==> src/rtl/set_assoc_lru_cache_controller_top_defines.svh <==
// Assertion macros for the cache controller RTL.
// Included by files that carry concurrent checks; expects clk and rst_n in scope.
`ifndef SET_ASSOC_LRU_CACHE_CONTROLLER_TOP_DEFINES_SVH
`define SET_ASSOC_LRU_CACHE_CONTROLLER_TOP_DEFINES_SVH

// Check a property on every rising edge outside reset.
`define SALC_ASSERT(lbl, prop, msg) \
  lbl: assert property (@(posedge clk) disable iff (!rst_n) (prop)) else $error(msg);

// Check that a signal holds in the cycle after a condition.
`define SALC_ASSERT_HOLD(lbl, cond, sig, msg) \
  lbl: assert property (@(posedge clk) disable iff (!rst_n) (cond) |=> $stable(sig)) \
    else $error(msg);

`endif

==> src/rtl/salc_pkg.sv <==
// Shared types and constants of the cache controller.
// No dependencies; used by the interfaces, the lookup logic and the top level.
`default_nettype none

package salc_pkg;

  localparam int ADDR_W     = 32;
  localparam int WAY_IDX_W  = 2;
  localparam int CFG_IDX_W  = 1;
  localparam int CFG_DATA_W = 1;

  localparam logic [CFG_IDX_W-1:0] CFG_WT_MODE = 1'd0;
  localparam logic [CFG_IDX_W-1:0] CFG_WA_MODE = 1'd1;

  localparam logic KIND_READ  = 1'b0;
  localparam logic KIND_WRITE = 1'b1;

  typedef struct packed {
    logic wt_en;
    logic wa_en;
  } mode_t;

  typedef struct packed {
    logic state_we;
    logic tag_we;
  } upd_t;

  typedef struct packed {
    logic                 hit;
    logic [WAY_IDX_W-1:0] way_index;
    logic                 fill_needed;
    logic [ADDR_W-1:0]    fill_address;
    logic                 writeback_needed;
    logic [ADDR_W-1:0]    writeback_address;
    logic                 write_forward;
  } result_t;

endpackage

`default_nettype wire

==> src/rtl/salc_lookup.sv <==
// Tag compare, LRU victim choice and row update for one set.
// Depends on salc_pkg for the mode, update and result types.
`default_nettype none

module salc_lookup #(
  parameter int WAYS = 4,
  parameter int WB   = 2,
  parameter int TAGW = 20,
  parameter int AW   = 6,
  parameter int OB   = 6,
  parameter int LOWB = 12
) (
  input  wire salc_pkg::mode_t           mode,
  input  wire logic                      kind,
  input  wire logic [salc_pkg::ADDR_W-1:0] fill_addr,
  input  wire logic [AW-1:0]             set,
  input  wire logic [TAGW-1:0]           tag,
  input  wire logic [WAYS*TAGW-1:0]      tag_row,
  input  wire logic [WAYS*(2+WB)-1:0]    state_row,
  output logic      [WAYS*TAGW-1:0]      tag_row_nxt,
  output logic      [WAYS*(2+WB)-1:0]    state_row_nxt,
  output salc_pkg::upd_t                 upd,
  output salc_pkg::result_t              res
);

  logic [TAGW-1:0] tags     [WAYS];
  logic [TAGW-1:0] tags_n   [WAYS];
  logic [WB-1:0]   order    [WAYS];
  logic [WB-1:0]   order_n  [WAYS];
  logic [WAYS-1:0] valid;
  logic [WAYS-1:0] dirty;
  logic [WAYS-1:0] valid_n;
  logic [WAYS-1:0] dirty_n;
  logic [WAYS-1:0] hit_vec;
  logic [WB-1:0]   hit_way;
  logic [WB-1:0]   victim;
  logic [WB-1:0]   way;
  logic [WB-1:0]   pos;
  logic            hit;
  logic            is_write;
  logic            bypass;
  logic [63:0]     wb_addr;

  always_comb begin
    for (int w = 0; w < WAYS; w++) begin
      tags[w]  = tag_row[w*TAGW +: TAGW];
      valid[w] = state_row[w];
      dirty[w] = state_row[WAYS + w];
      order[w] = state_row[2*WAYS + w*WB +: WB];
      hit_vec[w] = valid[w] && (tags[w] == tag);
    end
    hit_way = '0;
    for (int w = 0; w < WAYS; w++) begin
      if (hit_vec[w]) begin
        hit_way = WB'(w);
      end
    end
    hit      = |hit_vec;
    is_write = (kind == salc_pkg::KIND_WRITE);
    bypass   = !hit && is_write && !mode.wa_en;
    victim   = order[WAYS-1];
    way      = hit ? hit_way : (bypass ? '0 : victim);

    pos = WB'(WAYS - 1);
    if (hit) begin
      for (int p = 0; p < WAYS; p++) begin
        if (order[p] == hit_way) begin
          pos = WB'(p);
        end
      end
    end
    order_n[0] = way;
    for (int i = 1; i < WAYS; i++) begin
      order_n[i] = (WB'(i) <= pos) ? order[i-1] : order[i];
    end

    valid_n = valid;
    dirty_n = dirty;
    for (int w = 0; w < WAYS; w++) begin
      tags_n[w] = tags[w];
    end
    wb_addr = 64'(tags[victim]) << LOWB | (64'(set) << OB);

    res              = '0;
    res.hit          = hit;
    res.way_index    = salc_pkg::WAY_IDX_W'(way);
    upd.state_we     = !bypass;
    upd.tag_we       = !hit && !bypass;
    if (hit) begin
      res.write_forward = is_write && mode.wt_en;
      if (is_write && !mode.wt_en) begin
        dirty_n[hit_way] = 1'b1;
      end
    end else if (bypass) begin
      res.write_forward = 1'b1;
    end else begin
      res.fill_needed      = 1'b1;
      res.fill_address     = fill_addr;
      res.writeback_needed = !mode.wt_en && dirty[victim];
      if (!mode.wt_en && dirty[victim]) begin
        res.writeback_address = wb_addr[salc_pkg::ADDR_W-1:0];
      end
      res.write_forward = is_write && mode.wt_en;
      valid_n[victim]   = 1'b1;
      dirty_n[victim]   = is_write && !mode.wt_en;
      tags_n[victim]    = tag;
    end

    for (int w = 0; w < WAYS; w++) begin
      tag_row_nxt[w*TAGW +: TAGW]            = tags_n[w];
      state_row_nxt[w]                       = valid_n[w];
      state_row_nxt[WAYS + w]                = dirty_n[w];
      state_row_nxt[2*WAYS + w*WB +: WB]     = order_n[w];
    end
  end

endmodule

`default_nettype wire
==> config.mk <==
export PLATFORM = sky130hd
export DESIGN_NAME = salc_lookup
export DESIGN_NICKNAME = d
export VERILOG_FILES = /design/src/rtl/set_assoc_lru_cache_controller_top_defines.svh /design/src/rtl/salc_pkg.sv /design/src/rtl/salc_lookup.sv
export SDC_FILE = /design/constraint.sdc
export NUM_CORES = 1
export LEC_CHECK = 0
export BUFFER_PORTS_ARGS = -buffer_cell sky130_fd_sc_hd__clkbuf_2
export CORE_AREA = 2 2 125 127
export DETAILED_ROUTE_END_ITERATION = 10
export DIE_AREA = 0 0 127 129
export MAX_ROUTING_LAYER = met4
export PLACE_DENSITY_LB_ADDON = 0.3
export SLEW_MARGIN = 20
export SYNTH_ARGS = -nofsm -noshare
export SYNTH_HDL_FRONTEND = slang
export SYNTH_SLANG_ARGS = --single-unit
==> constraint.sdc <==
create_clock -name vclk -period 7.9
set_input_delay 1.58 -clock vclk [all_inputs]
set_output_delay 1.58 -clock vclk [all_outputs]
set_load 0.01 [all_outputs]
==> out/metrics.csv <==
stage;metric;value;unit
setup_path;Critical Path End Type;output port;
min_path;HP Class;in -> out;
routing;vias per cell;5.02;
timing;fmax;142;MHz
finish;share of layout cells above drive strength 1;0.546;
finish;clock buffers;0;
place;count of buffers from port buffering;319;
finish;Final #Nets;871;
routing;Final ANT Viol Nets;0;
timing;Slew Limit Fails;0;
status;status;finished clean;
synth;synth warn;0;
setup_path;Buffers & Inverters on Critical Path;3;
timing;setup TNS;0;ns
setup_path;WP data arrival;5.46;ns
grt;total track usage;0.209;
synth;Synth Instances;439;
routing;drt total wl;17700;um
grt;largest net degree at the start of global routing;64;
routing;number of DRC markers in iteration 0;206;
finish;Seq cells;0;
setup_path;Crit path top cell by count;clkbuf_2;
floorplanning;# rows;45;
timing;RSZ-0062 raised after global routing;false;
synth;most common cell in the netlist;mux2_1;
synth;Yosys top cell by area;mux2_1;
setup_path;CP startpoint kind;primary input;
setup_path;CP cell instances;clkbuf_2, xor2_1, nor3b_1, and4_1, o2bb2a_2, or4b_1, inv_2, nand3_2, mux2_1, clkbuf_2;
timing;final count of hold timing violations;0;
grt;initial antenna violation count;0;
routing;Via Count;4521;
finish;Sequential Area;0;um2
pwr;total power density per cell area;63.9;nW/um2
synth;syn_area_per_cell;8.70;um2
synth;Seq/Total Area, Yosys;0;
cts;hold buffer count at cts;0;
setup_path;Worst path max stage delay;0.77;ns
timing;Slew @ Worst Pin;0.860;ns
setup_path;Critical Path RT;6.32;ns
finish;Area Growth Syn to Fin;40.8;%
floorplanning;Die Area;16400;um2
pwr;Max IR drop VDD;0.0232;mV
timing;slew margin rel.;0.427;
timing;Final Setup Violations;0;
synth;top post-synthesis cells by area;mux2_1, xnor2_1, mux4_2, mux2_2, and2_1;
timing;final period utilization;0.891;
floorplanning;Core ar.;15000;um2
timing;Worst Hold Slack;3.45;ns
finish;Ant. Diodes;0;
routing;DR WL/cell;19.7;um
floorplanning;Ports;325;
finish;post-route core utilization;0.359;
setup_path;crit path max-delay cell type;nand3_2;
place;DP HPWL;14900;um
grt;via count of the first global-routing pass;4456;
pwr;Pleak;2.59;nW
floorplanning;Initial Util;0.255;
synth;Synth top area share;0.186;
setup_path;Worst path top cell family by delay;simple AND/OR/NAND/NOR gates;
setup_path;Crit Path Class;in -> out;
routing;drt drc;0;
cts;post-cts sizing count;0;
cts;# Post-CTS Setup Buffers;0;
routing;First-pass DRT Iterations;4;
synth;library cells used by synthesis;60;
synth;Post-Syn Area;3820;um2
place;GPL Wtd Cong;0.895;
floorplanning;Die Y;129;um
synth;Synth top cells by count;mux2_1, xnor2_1, and2_1, and3_1, mux2_2;
job;maxcap violations;0;
grt;GR Overflow Total;0;
floorplanning;die extent in x;127;um
grt;global-route wire length before repair;25800;um
setup_path;critical-path maximum fanout;63;
timing;Final min period;7.04;ns
## final cells by class
cell class	instances	area (um2)
well taps	188	235
inverters	5	18.8
repair buffers	322	1620
fillers	1625	9600
multi-input cells	385	3510
## cell families after synthesis
logic type,synth area share
and+or+nand+nor,0.274
muxes,0.377
xor gates and xnor gates,0.189
buffers and inverters,0.0917
AOI/OAI and AO/OA,0.0668
other,0.000981
## path summary, 6_finish.rpt
check / start / to / depth (start not counted)
worst max-delay path: tag[9] / tag_row_nxt[2] / 10
worst min-delay path: fill_addr[25] / res[59] / 3
## power by group
group,total [W],switching [W],internal [W]
Clock,0,0,0
Sequential,0,0,0
Combinational,0.000344,0.000189,0.000154
Total,0.000344,0.000189,0.000154
## layer usage
layer / track usage / part of all wire / vias up / routed length, um
li1: - / - / 2163 / -
met1: 0.254 / 0.42 / 2133 / 7390
met2: 0.401 / 0.52 / 219 / 9260
met3: 0.00582 / 0.052 / 6 / 918
met4: 0.0200 / 0.0081 / 0 / 144
met5: - / 0 / - / 0
## per-stage QoR
| step | total power [W] | std cells | cell area (um2) | worst slack [ns] |
|---|---|---|---|---|
| floorplan | 0.000201 | 444 | 3840 | 2.29 |
| global placement | 0.000346 | 900 | 5370 | 0.776 |
| detailed placement | 0.000347 | 900 | 5370 | 0.735 |
| CTS | 0.000349 | 900 | 5370 | 0.731 |
| global route | 0.000373 | 900 | 5380 | 0.511 |
| finish | 0.000344 | 900 | 5380 | 0.863 |
## tightest hold or removal path, stage by stage
cell      delay (ns)
clkbuf_2        0.07
and2_1          0.10
clkbuf_2        0.12
## layout by cell type, fill, tap and decap left out, drive strengths merged, types with 4 or more instances in the layout
cell type / instances
nand3: 11
or4: 4
xnor2: 61
clkbuf: 319
mux2: 86
nor2: 11
conb: 6
o21ai: 4
nand2: 12
mux4: 21
and4: 5
inv: 5
and3: 27
xor2: 19
nand2b: 9
and2: 34
nand4: 22
nor4: 10
Note: power is estimated with default switching activity, not from simulation.
