**src/rtl/set_assoc_lru_cache_controller_top_defines.svh**
```systemverilog
// Assertion macros for the cache controller RTL.
// Included by files that carry concurrent checks; expects clk and rst_n in scope.
`ifndef SET_ASSOC_LRU_CACHE_CONTROLLER_TOP_DEFINES_SVH
`define SET_ASSOC_LRU_CACHE_CONTROLLER_TOP_DEFINES_SVH

// Check a property on every rising edge outside reset.
`define SALC_ASSERT(lbl, prop, msg) \
  lbl: assert property (@(posedge clk) disable iff (!rst_n) (prop)) else $error(msg);

// Check that a signal holds in the cycle after a condition.
`define SALC_ASSERT_HOLD(lbl, cond, sig, msg) \
  lbl: assert property (@(posedge clk) disable iff (!rst_n) (cond) |=> $stable(sig)) \
    else $error(msg);

`endif

```
**src/rtl/salc_ram.sv**
```systemverilog
// Generic single-write, single-read synchronous RAM with registered read data.
// No dependencies.
`default_nettype none

module salc_ram #(
  parameter int WIDTH = 8,
  parameter int DEPTH = 64
) (
  input  wire logic                                   clk,
  input  wire logic                                   we,
  input  wire logic [(DEPTH > 1 ? $clog2(DEPTH) : 1)-1:0] waddr,
  input  wire logic [WIDTH-1:0]                       wdata,
  input  wire logic                                   re,
  input  wire logic [(DEPTH > 1 ? $clog2(DEPTH) : 1)-1:0] raddr,
  output logic      [WIDTH-1:0]                       rdata
);

  logic [WIDTH-1:0] mem [DEPTH];
  logic [WIDTH-1:0] rdata_r;

  always_ff @(posedge clk) begin
    if (we) begin
      mem[waddr] <= wdata;
    end
    if (re) begin
      rdata_r <= mem[raddr];
    end
  end

  assign rdata = rdata_r;

endmodule

`default_nettype wire

```
**config.mk**
```make
export PLATFORM = sky130hd
export DESIGN_NAME = salc_ram
export DESIGN_NICKNAME = d
export VERILOG_FILES = /design/src/rtl/set_assoc_lru_cache_controller_top_defines.svh /design/src/rtl/salc_ram.sv
export SDC_FILE = /design/constraint.sdc
export NUM_CORES = 1
export LEC_CHECK = 0
export BUFFER_PORTS_ARGS = -buffer_cell sky130_fd_sc_hd__buf_4
export CORE_ASPECT_RATIO = 1.5
export CORE_MARGIN = 3
export CORE_UTILIZATION = 45
export CTS_CLUSTER_SIZE = 40
export DETAILED_ROUTE_END_ITERATION = 12
export HOLD_SLACK_MARGIN = 0.08
export MAX_ROUTING_LAYER = met4
export PLACE_DENSITY = 0.67
export SYNTH_ARGS = -nofsm -noshare
export SYNTH_HDL_FRONTEND = slang
export SYNTH_SLANG_ARGS = --single-unit
```
**constraint.sdc**
```tcl
create_clock -name clk -period 3.9 [get_ports clk]
set_clock_uncertainty 0.15 [all_clocks]
set_input_delay 0.78 -clock clk [delete_from_list [all_inputs] [get_ports clk]]
set_output_delay 0.78 -clock clk [all_outputs]
set_load 0.01 [all_outputs]
```
==> results of run 1 <==
placed cells by master (no fill, tap or decap), types with 3 or more instances in the layout:
master     count
buf_4         89
clkinv_1      14
o221ai_1       8
clkinv_2       9
o2111ai_1      3
mux2_2        13
nor3_1         5
o2bb2ai_1      3
bufinv_16      4
nand2b_1       7
nor2_1        83
a21oi_1        3
nand3_1       13
a221oi_1       6
clkbuf_16     47
o22ai_1        8
a211oi_1       4
nand2_1       19
nand3b_1       3
mux2i_1       23
a22oi_1        3
mux4_2       126
clkbuf_1       7
buf_12         4
edfxtp_1     520
nor2b_1       14
per-layer routing:
layer	wire, µm	vias up
met2	22840	315
met4	1321	0
li1	-	4106
met1	17440	5161
met5	0	-
met3	2294	82
path summary, 6_finish.rpt:
path         endpoint  slack, ns  cells past startpoint
min          rdata[6]       0.36                      1
max reg2reg  rdata[6]       1.56                      5
max          rdata[4]       1.02                      6
min reg2reg  rdata[0]       0.74                      4
area by class of cell:
cell class	instances	area (µm²)	share of cell area
timing repair buffer	94	762.0	0.03332
tap	576	720.7	0.03151
sequential	520	15620	0.6828
clock inverter	30	241.5	0.01056
clock buffer	54	1202	0.05258
antenna	1	2.502	0.0001094
multi-input combinational	369	4325	0.1891
logic make-up after synthesis:
| kind of cell | after synthesis | share of synthesized area |
|---|---|---|
| AO/OA/AOI/OAI | 54 | 0.02064 |
| AND/OR/NAND/NOR | 153 | 0.03374 |
| flip-flops | 520 | 0.7712 |
| buffers and inverters | 51 | 0.01563 |
| multiplexers | 162 | 0.1588 |
report_power, final:
| part | switching, W | internal, W |
|---|---|---|
| combinational | 0.000350 | 0.000226 |
| clock | 0.00193 | 0.00247 |
| sequential | 0.0000139 | 0.00620 |
stage by stage:
stage / util / cells
after floorplan: - / 940
after global placement: 0.4844 / 1559
after detailed placement: 0.4844 / 1559
after CTS: 0.5171 / 1643
after global routing: 0.5171 / 1643
final: 0.5171 / 1644
state kept, by name (all words and copies together), names as in the netlist:
register,cells
rdata,8
mem,512
==> qor.yml, run 1 <==
yosys:
  synth_top_area_frac: 0.7712
  syn-num-nets: 963
  yosysMostFrequentCell: "edfxtp_1"
  avgSynthCellArea_um2: 21.54
  synth_top_cell_by_area: "edfxtp_1"
  synth_ff_type: "edfxtp_1"
  ys_seq_elements: 520
  synth_common_cells: "edfxtp_1 (520), mux4_2 (126), nor2_1 (83)"
  synth.distinct_cells: 39
  ys_seq_area_frac: 0.7712
  syn_inst: 940
  synth-edff-count: 520
  yosysWarnings: 0
  syn_area_um2: 20250
  synth_area_leaders: "edfxtp_1 (77%), mux4_2 (14%), nor2_1 (1.5%), mux2i_1 (1.1%), mux2_2 (0.72%)"
  async_flop_share: 0
placed_design:
  place.gp.congestion: 0.8206
  dp_slack_ns: 0.4319
  dpl_cell_area_um2: 21420
  numPortBuffers: 30
  dp.final_hpwl_mm: 27.34
setup_path:
  critPathRequiredTime_ns: 4.04
  arrival_ns: 3.02
  worst-path-max-fanout: 28
  critPathLaunch: "raddr[2]"
  cp_common_cell: "buf_4"
  rr_startpoint: "mem[16][6]"
  path_buf_inv: 3
  crit_type: "input port to register"
  end_kind: "register"
  cp-start-kind: "input port"
  slowest_stage: "mux4_2"
  path_cells: "buf_4, buf_4, buf_4, mux4_2, nor2_1, o32ai_1"
  slowest_delay_ns: 0.53
  cp_top_family: "buffers and inverters"
clock_network:
  cts_sinks: 520
  clkLatencyLatePin_ns: 0.57
  numCtsBuffers: 45
  cts_tree: "done"
  cts_root_buf: "clkbuf_16"
  clockBufferDepth: 3
  cts_resized: 0
  clk_transition_reported_paths_ns: 0.07
  hold_buffers: 0
  postCtsSetupBuffers: 0
  htreeDepth: 2
power_and_ir_drop:
  vdd_ir_drop_max_mv: 0.2732
  power_w: 0.01118
  p_per_area_nw_per_um2: 488.8
  p_leak_nw: 7.170
timing:
  setup_viol: 0
  clock.fmax_mhz: 347.5
  finalCritPeriodShare: 0.7379
  hold_violations: 0
  grt_setup_unrepaired: "no"
  period_minus_slack_ns: 2.878
  layout_setup_ws_ns: 1.022
  slew_headroom: 0.2936
  worst_pin_slew_ns: 1.054
  drv_slew: 0
  whs_ns: 0.3613
  fin_setup_tns_ns: 0
route:
  final_antenna_net_count: 0
  routedWlPerCell_um: 26.70
  routed_wl_mm: 43.90
  detail_route.vias_per_cell: 5.878
  remaining_drc_errors: 0
  num_vias: 9664
  drt_iter0_markers: 983
  drtPass1Iterations: 5
grt:
  antenna_found_initial: 0
  met3_usage: 0.02623
  grt_busiest_layer: "met2"
  grt_pass1_wl_mm: 66.02
  grt_max_degree: 65
  gr-usage-met1: 0.2550
  grt_use_total: 0.1954
  grt_pass1_vias: 9980
  grt.met2_usage: 0.3210
  grt-ovfl-total: 0
layout:
  area_growth_pct: 12.95
  fillers: 3460
  final_cell_area_um2: 22870
  drive_gt1_frac: 0.2812
  nNetsFinal: 1053
hold_path:
  hold_class: "input port to register"
  hold_path_startpoint: "re"
die:
  dieWidth_um: 179.2
  core_area_um2: 44220
  rows: 94
  dieHeight_um: 265.8
  die-area_um2: 47630
  initial_core_util: 0.4578
  ios: 31
outcome:
  status: "finished clean"
flow_run:
  max_cap_viol_count: 0
Note: power is estimated with default switching activity, not from simulation.
==> inputs of run 2 (changes only) <==
Settings changed: ABC_AREA set to 1, PLACE_DENSITY 0.67 to 0.69.
Clock period 3.9 ns to 2.4 ns, I/O delays scaled along.
==> qor.yml, run 2 <==
outcome:
  status: "finished clean"
power_and_ir_drop:
  vdd_ir_drop_max_mv: 0.4298  # +57%
  p_leak_nw: 8.834  # +23%
  p_per_area_nw_per_um2: 754.6  # +54%
setup_path:
  regToRegEndpoint: "rdata[3]"
  rr_startpoint: "mem[11][3]"
  rrSetupSlack_ns: 0.76  # -0.80 ns
  critPathLaunch: "raddr[0]"
  cp-start-kind: "input port"
  end_kind: "register"
  crit_type: "input port to register"
  arrival_ns: 2.06  # -0.96 ns
  worst-path-max-fanout: 35  # +25%
  critPathCapture: "rdata[0]"
  worstRegToRegCells: 8  # +3
  critPathRequiredTime_ns: 2.67  # -1.37 ns
clock_network:
  cts_resized: 0  # unchanged
  htreeDepth: 2  # unchanged
  cts_sinks: 520  # unchanged
  postCtsSetupBuffers: 0  # unchanged
  cts_root_buf: "clkbuf_16"
  clockBufferDepth: 3  # unchanged
  clkLatencyLatePin_ns: 0.57  # about the same
  numCtsBuffers: 44  # -2.2%
  clk_transition_reported_paths_ns: 0.07  # about the same
  hold_buffers: 0  # unchanged
  cts_tree: "done"
route:
  routed_wl_mm: 55.38  # +26%
  detail_route.vias_per_cell: 5.614  # -4.5%
  num_vias: 14190  # +47%
  drt_iter0_markers: 1305  # +33%
  routedWlPerCell_um: 21.91  # -18%
  drtPass1Iterations: 5  # unchanged
  remaining_drc_errors: 0  # unchanged
  final_antenna_net_count: 0  # unchanged
placed_design:
  dp_slack_ns: 0.07460  # -0.3573 ns
  dp.final_hpwl_mm: 35.69  # +31%
  numPortBuffers: 30  # unchanged
  place.gp.congestion: 0.9305  # +13%
layout:
  largest_register_ffs: 512  # unchanged
  nNetsFinal: 1919  # +82%
  drive_gt1_frac: 0.1155  # -0.1657
  layout_commonest_cell: "nand2_1"
  final_cell_mix: "nand2_1 (648), edfxtp_1 (520), nand3_1 (439)"
  regMostFlops: "mem"
  fillers: 3965  # +15%
  regArea_um2: 15620  # unchanged
  area_growth_pct: 13.00  # about the same
  multi_input_area_um2: 4946  # +14%
timing:
  grt_setup_unrepaired: "no"
  slew_headroom: 0.4784  # +0.1847
  layout_setup_ws_ns: 0.6128  # -0.4092 ns
  drv_slew: 0  # unchanged
  period_minus_slack_ns: 1.787
  worst_pin_slew_ns: 0.7825  # -0.2713 ns
  fin_setup_tns_ns: 0  # unchanged
  hold_violations: 0  # unchanged
  setup_viol: 0  # unchanged
  clock.fmax_mhz: 559.5
  finalCritPeriodShare: 0.7447
yosys:
  synth.distinct_cells: 15  # -62%
  ys_seq_area_frac: 0.7290  # -0.04221
  async_flop_share: 0  # unchanged
  ys_seq_elements: 520  # unchanged
  syn-num-nets: 1828  # +90%
  synth_top_area_frac: 0.7290  # -0.04221
  avgSynthCellArea_um2: 11.87  # -45%
  synth_top_cell_by_area: "edfxtp_1"
  synth_area_leaders: "edfxtp_1 (73%), nand2_1 (11%), nand3_1 (10%), buf_6 (1.8%), nor2_1 (0.98%)"
  synth-edff-count: 520  # unchanged
  yosysMostFrequentCell: "nand2_1"
  synth_ff_type: "edfxtp_1"
  synth_common_cells: "nand2_1 (648), edfxtp_1 (520), nand3_1 (439)"
  syn_area_um2: 21420  # +5.8%
  yosysWarnings: 0  # unchanged
  syn_inst: 1805  # +92%
die:
  initial_core_util: 0.4572  # -0.0006291
  core_area_um2: 46850  # +5.9%
  rows: 97  # +3.2%
  dieWidth_um: 184.1  # +2.8%
  dieHeight_um: 273.2  # +2.8%
  ios: 31  # unchanged
  die-area_um2: 50310  # +5.6%
hold_path:
  hold_class: "input port to register"
grt:
  grt_pass1_vias: 13950  # +40%
  met3_usage: 0.02659  # +0.0003554
  grt-ovfl-total: 0  # unchanged
  grt_pass1_wl_mm: 83.54  # +27%
  antenna_found_initial: 3  # +3
  grt_use_total: 0.2262  # +0.03084
  grt.met2_usage: 0.3940  # +0.07306
  grt_busiest_layer: "met2"
  grt_max_degree: 72  # +11%
  gr-usage-met1: 0.2585  # +0.003549
flow_run:
  max_cap_viol_count: 0  # unchanged
[run 2: changes by cell type after synthesis, sizes merged, moves of 13 or more]
| cell | delta |
|---|---|
| nand3 | +426 |
| mux4 | -126 |
| nand2 | +629 |
| nor2b | -14 |
| mux2 | -13 |
| mux2i | -23 |
| nor2 | -27 |
| buf | +64 |
[run 2: worst min-delay path by stage]
stage | startpoint | to | slack [ns] | depth (start not counted)
finish | re | rdata[5] | 0.11 | 1
global route | re | rdata[6] | 0.1 | 1
CTS | re | rdata[4] | 0.09 | 1
detailed placement | re | rdata[7] | 0.67 | 1
global placement | re | rdata[7] | 0.69 | 1
floorplan | wdata[0] | mem[0][0] | 0.43 | 0
[run 2: power breakdown]
part | total, W | switching, W | internal (W)
Sequential | 0.0101 | 0.0000217 | 0.0101
Combinational | 0.00129 | 0.000914 | 0.000371
Clock | 0.00689 | 0.00313 | 0.00377
Total | 0.0183 | 0.00406 | 0.0142
[run 2: cell type report]
type,count,share of cell area
flip-flops and latches,520,0.6452
multi-input cells,1160,0.2044
repair buffers,158,0.06054
clock buffers,52,0.04761
well taps,594,0.03071
clock inverters,29,0.009150
inverters,12,0.002171
diodes,3,0.0003102
[run 2: kinds of logic after synthesis]
| group | share of synthesized area |
|---|---|
| AND/OR/NAND/NOR | 0.2309 |
| flip-flops | 0.7290 |
| buffers and inverters | 0.04007 |
[run 2: worst max-delay path, stage by stage]
cell and delay, ns:
buf_6 0.13, buf_12 0.17, buf_4 0.38, nand2_1 0.10, nand3_1 0.13, nand3_1 0.08
nand2_1 0.14, nand2_1 0.09, nand3_1 0.08, nand3_1 0.14, nand2_1 0.12
[run 2: per-layer routing]
| layer | part of all wire | vias to the layer above |
|---|---|---|
| met5 | 0 | - |
| met4 | 0.054 | 0 |
| met3 | 0.065 | 160 |
| met2 | 0.52 | 601 |
| met1 | 0.36 | 6901 |
| li1 | - | 6529 |
[run 2: metrics by stage]
stage	total power (W)	hold WS, ns	cells	util	cell area (µm²)
after floorplan	0.01099	0.4289	1805	-	21420
after detailed placement	0.01156	0.6741	2444	0.4872	22820
after CTS	0.01837	0.08605	2525	0.5165	24200
after global routing	0.01884	0.09964	2528	0.5166	24200
final	0.01826	0.1131	2528	0.5166	24200
after global placement	0.01155	0.6856	2444	0.4872	22820
==> inputs of run 3 (changes only) <==
Settings changed: ABC_AREA 1 to 0, PLACE_DENSITY 0.69 to 0.7.
Clock period 2.4 ns to 1.6 ns, I/O delays scaled along.
==> qor.yml, run 3 (synthesis results as in run 1) <==
layout:
  largest_register_ffs: 512  # unchanged
  area_growth_pct: 22.85
  nNetsFinal: 1145  # -40%
  fillers: 3238  # -18%
  multi_input_area_um2: 5065  # +2.4%
  final_cells: 1726  # -32%
  num_antenna_cells: 0  # -3
  drive_gt1_frac: 0.4148  # +0.2993
  final_cell_mix: "edfxtp_1 (520), mux4_2 (126), buf_4 (117)"
  regMostFlops: "mem"
  layout_commonest_cell: "edfxtp_1"
  regArea_um2: 15620  # unchanged
power_and_ir_drop:
  p_leak_nw: 7.871  # -11%
  p_per_area_nw_per_um2: 1077  # +43%
  vdd_ir_drop_max_mv: 0.7533  # +75%
setup_path:
  crit_type: "register to register"
  cp-start-kind: "register"
  slowest_stage: "mux4_2"
  regToRegEndpoint: "rdata[3]"
  path_buf_inv: 0  # -3
  cp_common_cell: "mux4_2"
  rr_startpoint: "mem[32][3]"
  end_kind: "register"
  critPathRequiredTime_ns: 1.75  # -0.92 ns
  worst-path-max-fanout: 1  # -97%
  cp_top_family: "multiplexers"
  slowest_delay_ns: 0.53  # +0.15 ns
  rrSetupSlack_ns: -0.50  # -1.26 ns
  worstRegToRegCells: 4  # -4
  arrival_ns: 2.25  # +0.19 ns
  path_cells: "mux4_2, mux4_2, o21ai_4, o41ai_1"
clock_network:
  clk_transition_reported_paths_ns: 0.07  # about the same
  htreeDepth: 2  # unchanged
  cts_root_buf: "clkbuf_16"
  cts_tree: "done"
  numCtsBuffers: 45  # +2.3%
  clockBufferDepth: 3  # unchanged
  postCtsSetupBuffers: 0  # unchanged
  clkLatencyLatePin_ns: 0.55  # -0.02 ns
  cts_sinks: 520  # unchanged
route:
  drt_iter0_markers: 1009  # -23%
  num_vias: 10060  # -29%
  drtPass1Iterations: 6  # +1
  remaining_drc_errors: 0  # unchanged
  routed_wl_mm: 46.82  # -15%
  detail_route.vias_per_cell: 5.827  # +3.8%
  final_antenna_net_count: 0  # unchanged
  routedWlPerCell_um: 27.12  # +24%
placed_design:
  dp_cells: 1650  # -32%
  dp.final_hpwl_mm: 31.44  # -12%
  place.gp.congestion: 0.8251  # -11%
  numPortBuffers: 30  # unchanged
grt:
  grt_pass1_vias: 10750  # -23%
  grt-ovfl-total: 0  # unchanged
  antenna_found_initial: 0  # -3
  grt_max_degree: 65  # -9.7%
  grt_pass1_wl_mm: 70.70  # -15%
  grt_use_total: 0.2103  # -0.01596
timing:
  grt_setup_unrepaired: "yes"
  finalCritPeriodShare: 1.311
  clock.fmax_mhz: 476.6
  fin_setup_tns_ns: -3.951  # -3.951 ns
  setup_viol: 11  # +11
  hold_violations: 0  # unchanged
  worst_pin_slew_ns: 0.7700  # -0.01241 ns
  drv_slew: 0  # unchanged
  layout_setup_ws_ns: -0.4983  # -1.111 ns
  period_minus_slack_ns: 2.098
  slew_headroom: 0.4866  # +0.008273
hold_path:
  hold_path_startpoint: "raddr[5]"
  worstHoldPathCells: 3  # +2
  hold-path-endpoint: "rdata[3]"
  hold_class: "input port to register"
die:
  initial_core_util: 0.4578  # +0.0006291
  dieHeight_um: 265.8  # -2.7%
  ios: 31  # unchanged
  die-area_um2: 47630  # -5.3%
  dieWidth_um: 179.2  # -2.7%
  core_area_um2: 44220  # -5.6%
  rows: 94  # -3.1%
flow_run:
  max_cap_viol_count: 0  # unchanged
outcome:
  violations: "setup timing"
  status: "finished with violations"
==> run 3: cell types whose count changed in the layout (fill, tap and decap cells not counted), moves of 23 or more <==
cell / delta
nand2_1: -635
nand3_1: -431
mux4_2: +126
nor2_4: +64
buf_12: +39
nor2_1: -39
mux2i_1: +23
==> run 3: timing repair <==
action | in CTS | in global routing
hold buffers | 1 | 0
pin swaps | 4 | 1
endpoints found under the hold margin | 8 | 0
gates resized for setup | 30 | 7
endpoints found under the setup margin | 14 | 14
==> run 3: through the flow <==
step             util  setup slack (ns)  instance area, µm²  total power, W  hold slack (ns)
2_1_floorplan       -           -0.5553               20980         0.01635           0.2689
3_3_place_gp   0.5294            -1.147               23410         0.01718           0.4828
3_5_place_dp   0.5294            -1.120               23410         0.01723           0.4840
4_1_cts        0.5617           -0.5265               24840         0.02696           0.1333
5_1_grt        0.5625           -0.5744               24870         0.02759           0.1580
6_report       0.5625           -0.4983               24870         0.02678           0.1612
==> run 3: where the power goes <==
group | leakage (nW) | total, W | internal (W) | switching [W]
Clock | 0.628 | 0.00980 | 0.00528 | 0.00452
Sequential | 4.69 | 0.0151 | 0.0151 | 0.0000382
Combinational | 2.56 | 0.00184 | 0.000808 | 0.00103
Total | 7.87 | 0.0268 | 0.0212 | 0.00559
==> run 3: how the worst max path moves through the flow <==
stage / cells past startpoint / to / from
6_report: 4 / rdata[3] / mem[32][3]
5_1_grt: 5 / rdata[1] / mem[2][1]
4_1_cts: 5 / rdata[0] / mem[3][0]
3_5_place_dp: 6 / rdata[7] / raddr[0]
3_3_place_gp: 6 / rdata[7] / raddr[0]
2_1_floorplan: 7 / rdata[7] / raddr[0]
==> run 3: area by class of cell <==
cell class | instances | area share
Tap cell | 576 | 0.02897
Sequential cell | 520 | 0.6278
Clock inverter | 24 | 0.005382
Clock buffer | 51 | 0.04618
Timing Repair Buffer | 186 | 0.08808
Multi-Input combinational cell | 369 | 0.2036
==> run 3: worst reg2reg max path, cell delays in order (launching register included) <==
cell and delay, ns:
edfxtp_1 0.38, mux4_2 0.52, mux4_2 0.53, o21ai_4 0.17, o41ai_1 0.09
==> run 3: per-layer routing <==
layer | vias to the layer above | global-route usage | part of all wire
met2 | 323 | 0.3666 | 0.55
met4 | 0 | 0.07676 | 0.038
met5 | - | - | 0
li1 | 4299 | - | -
met3 | 91 | 0.02466 | 0.048
met1 | 5344 | 0.2524 | 0.36
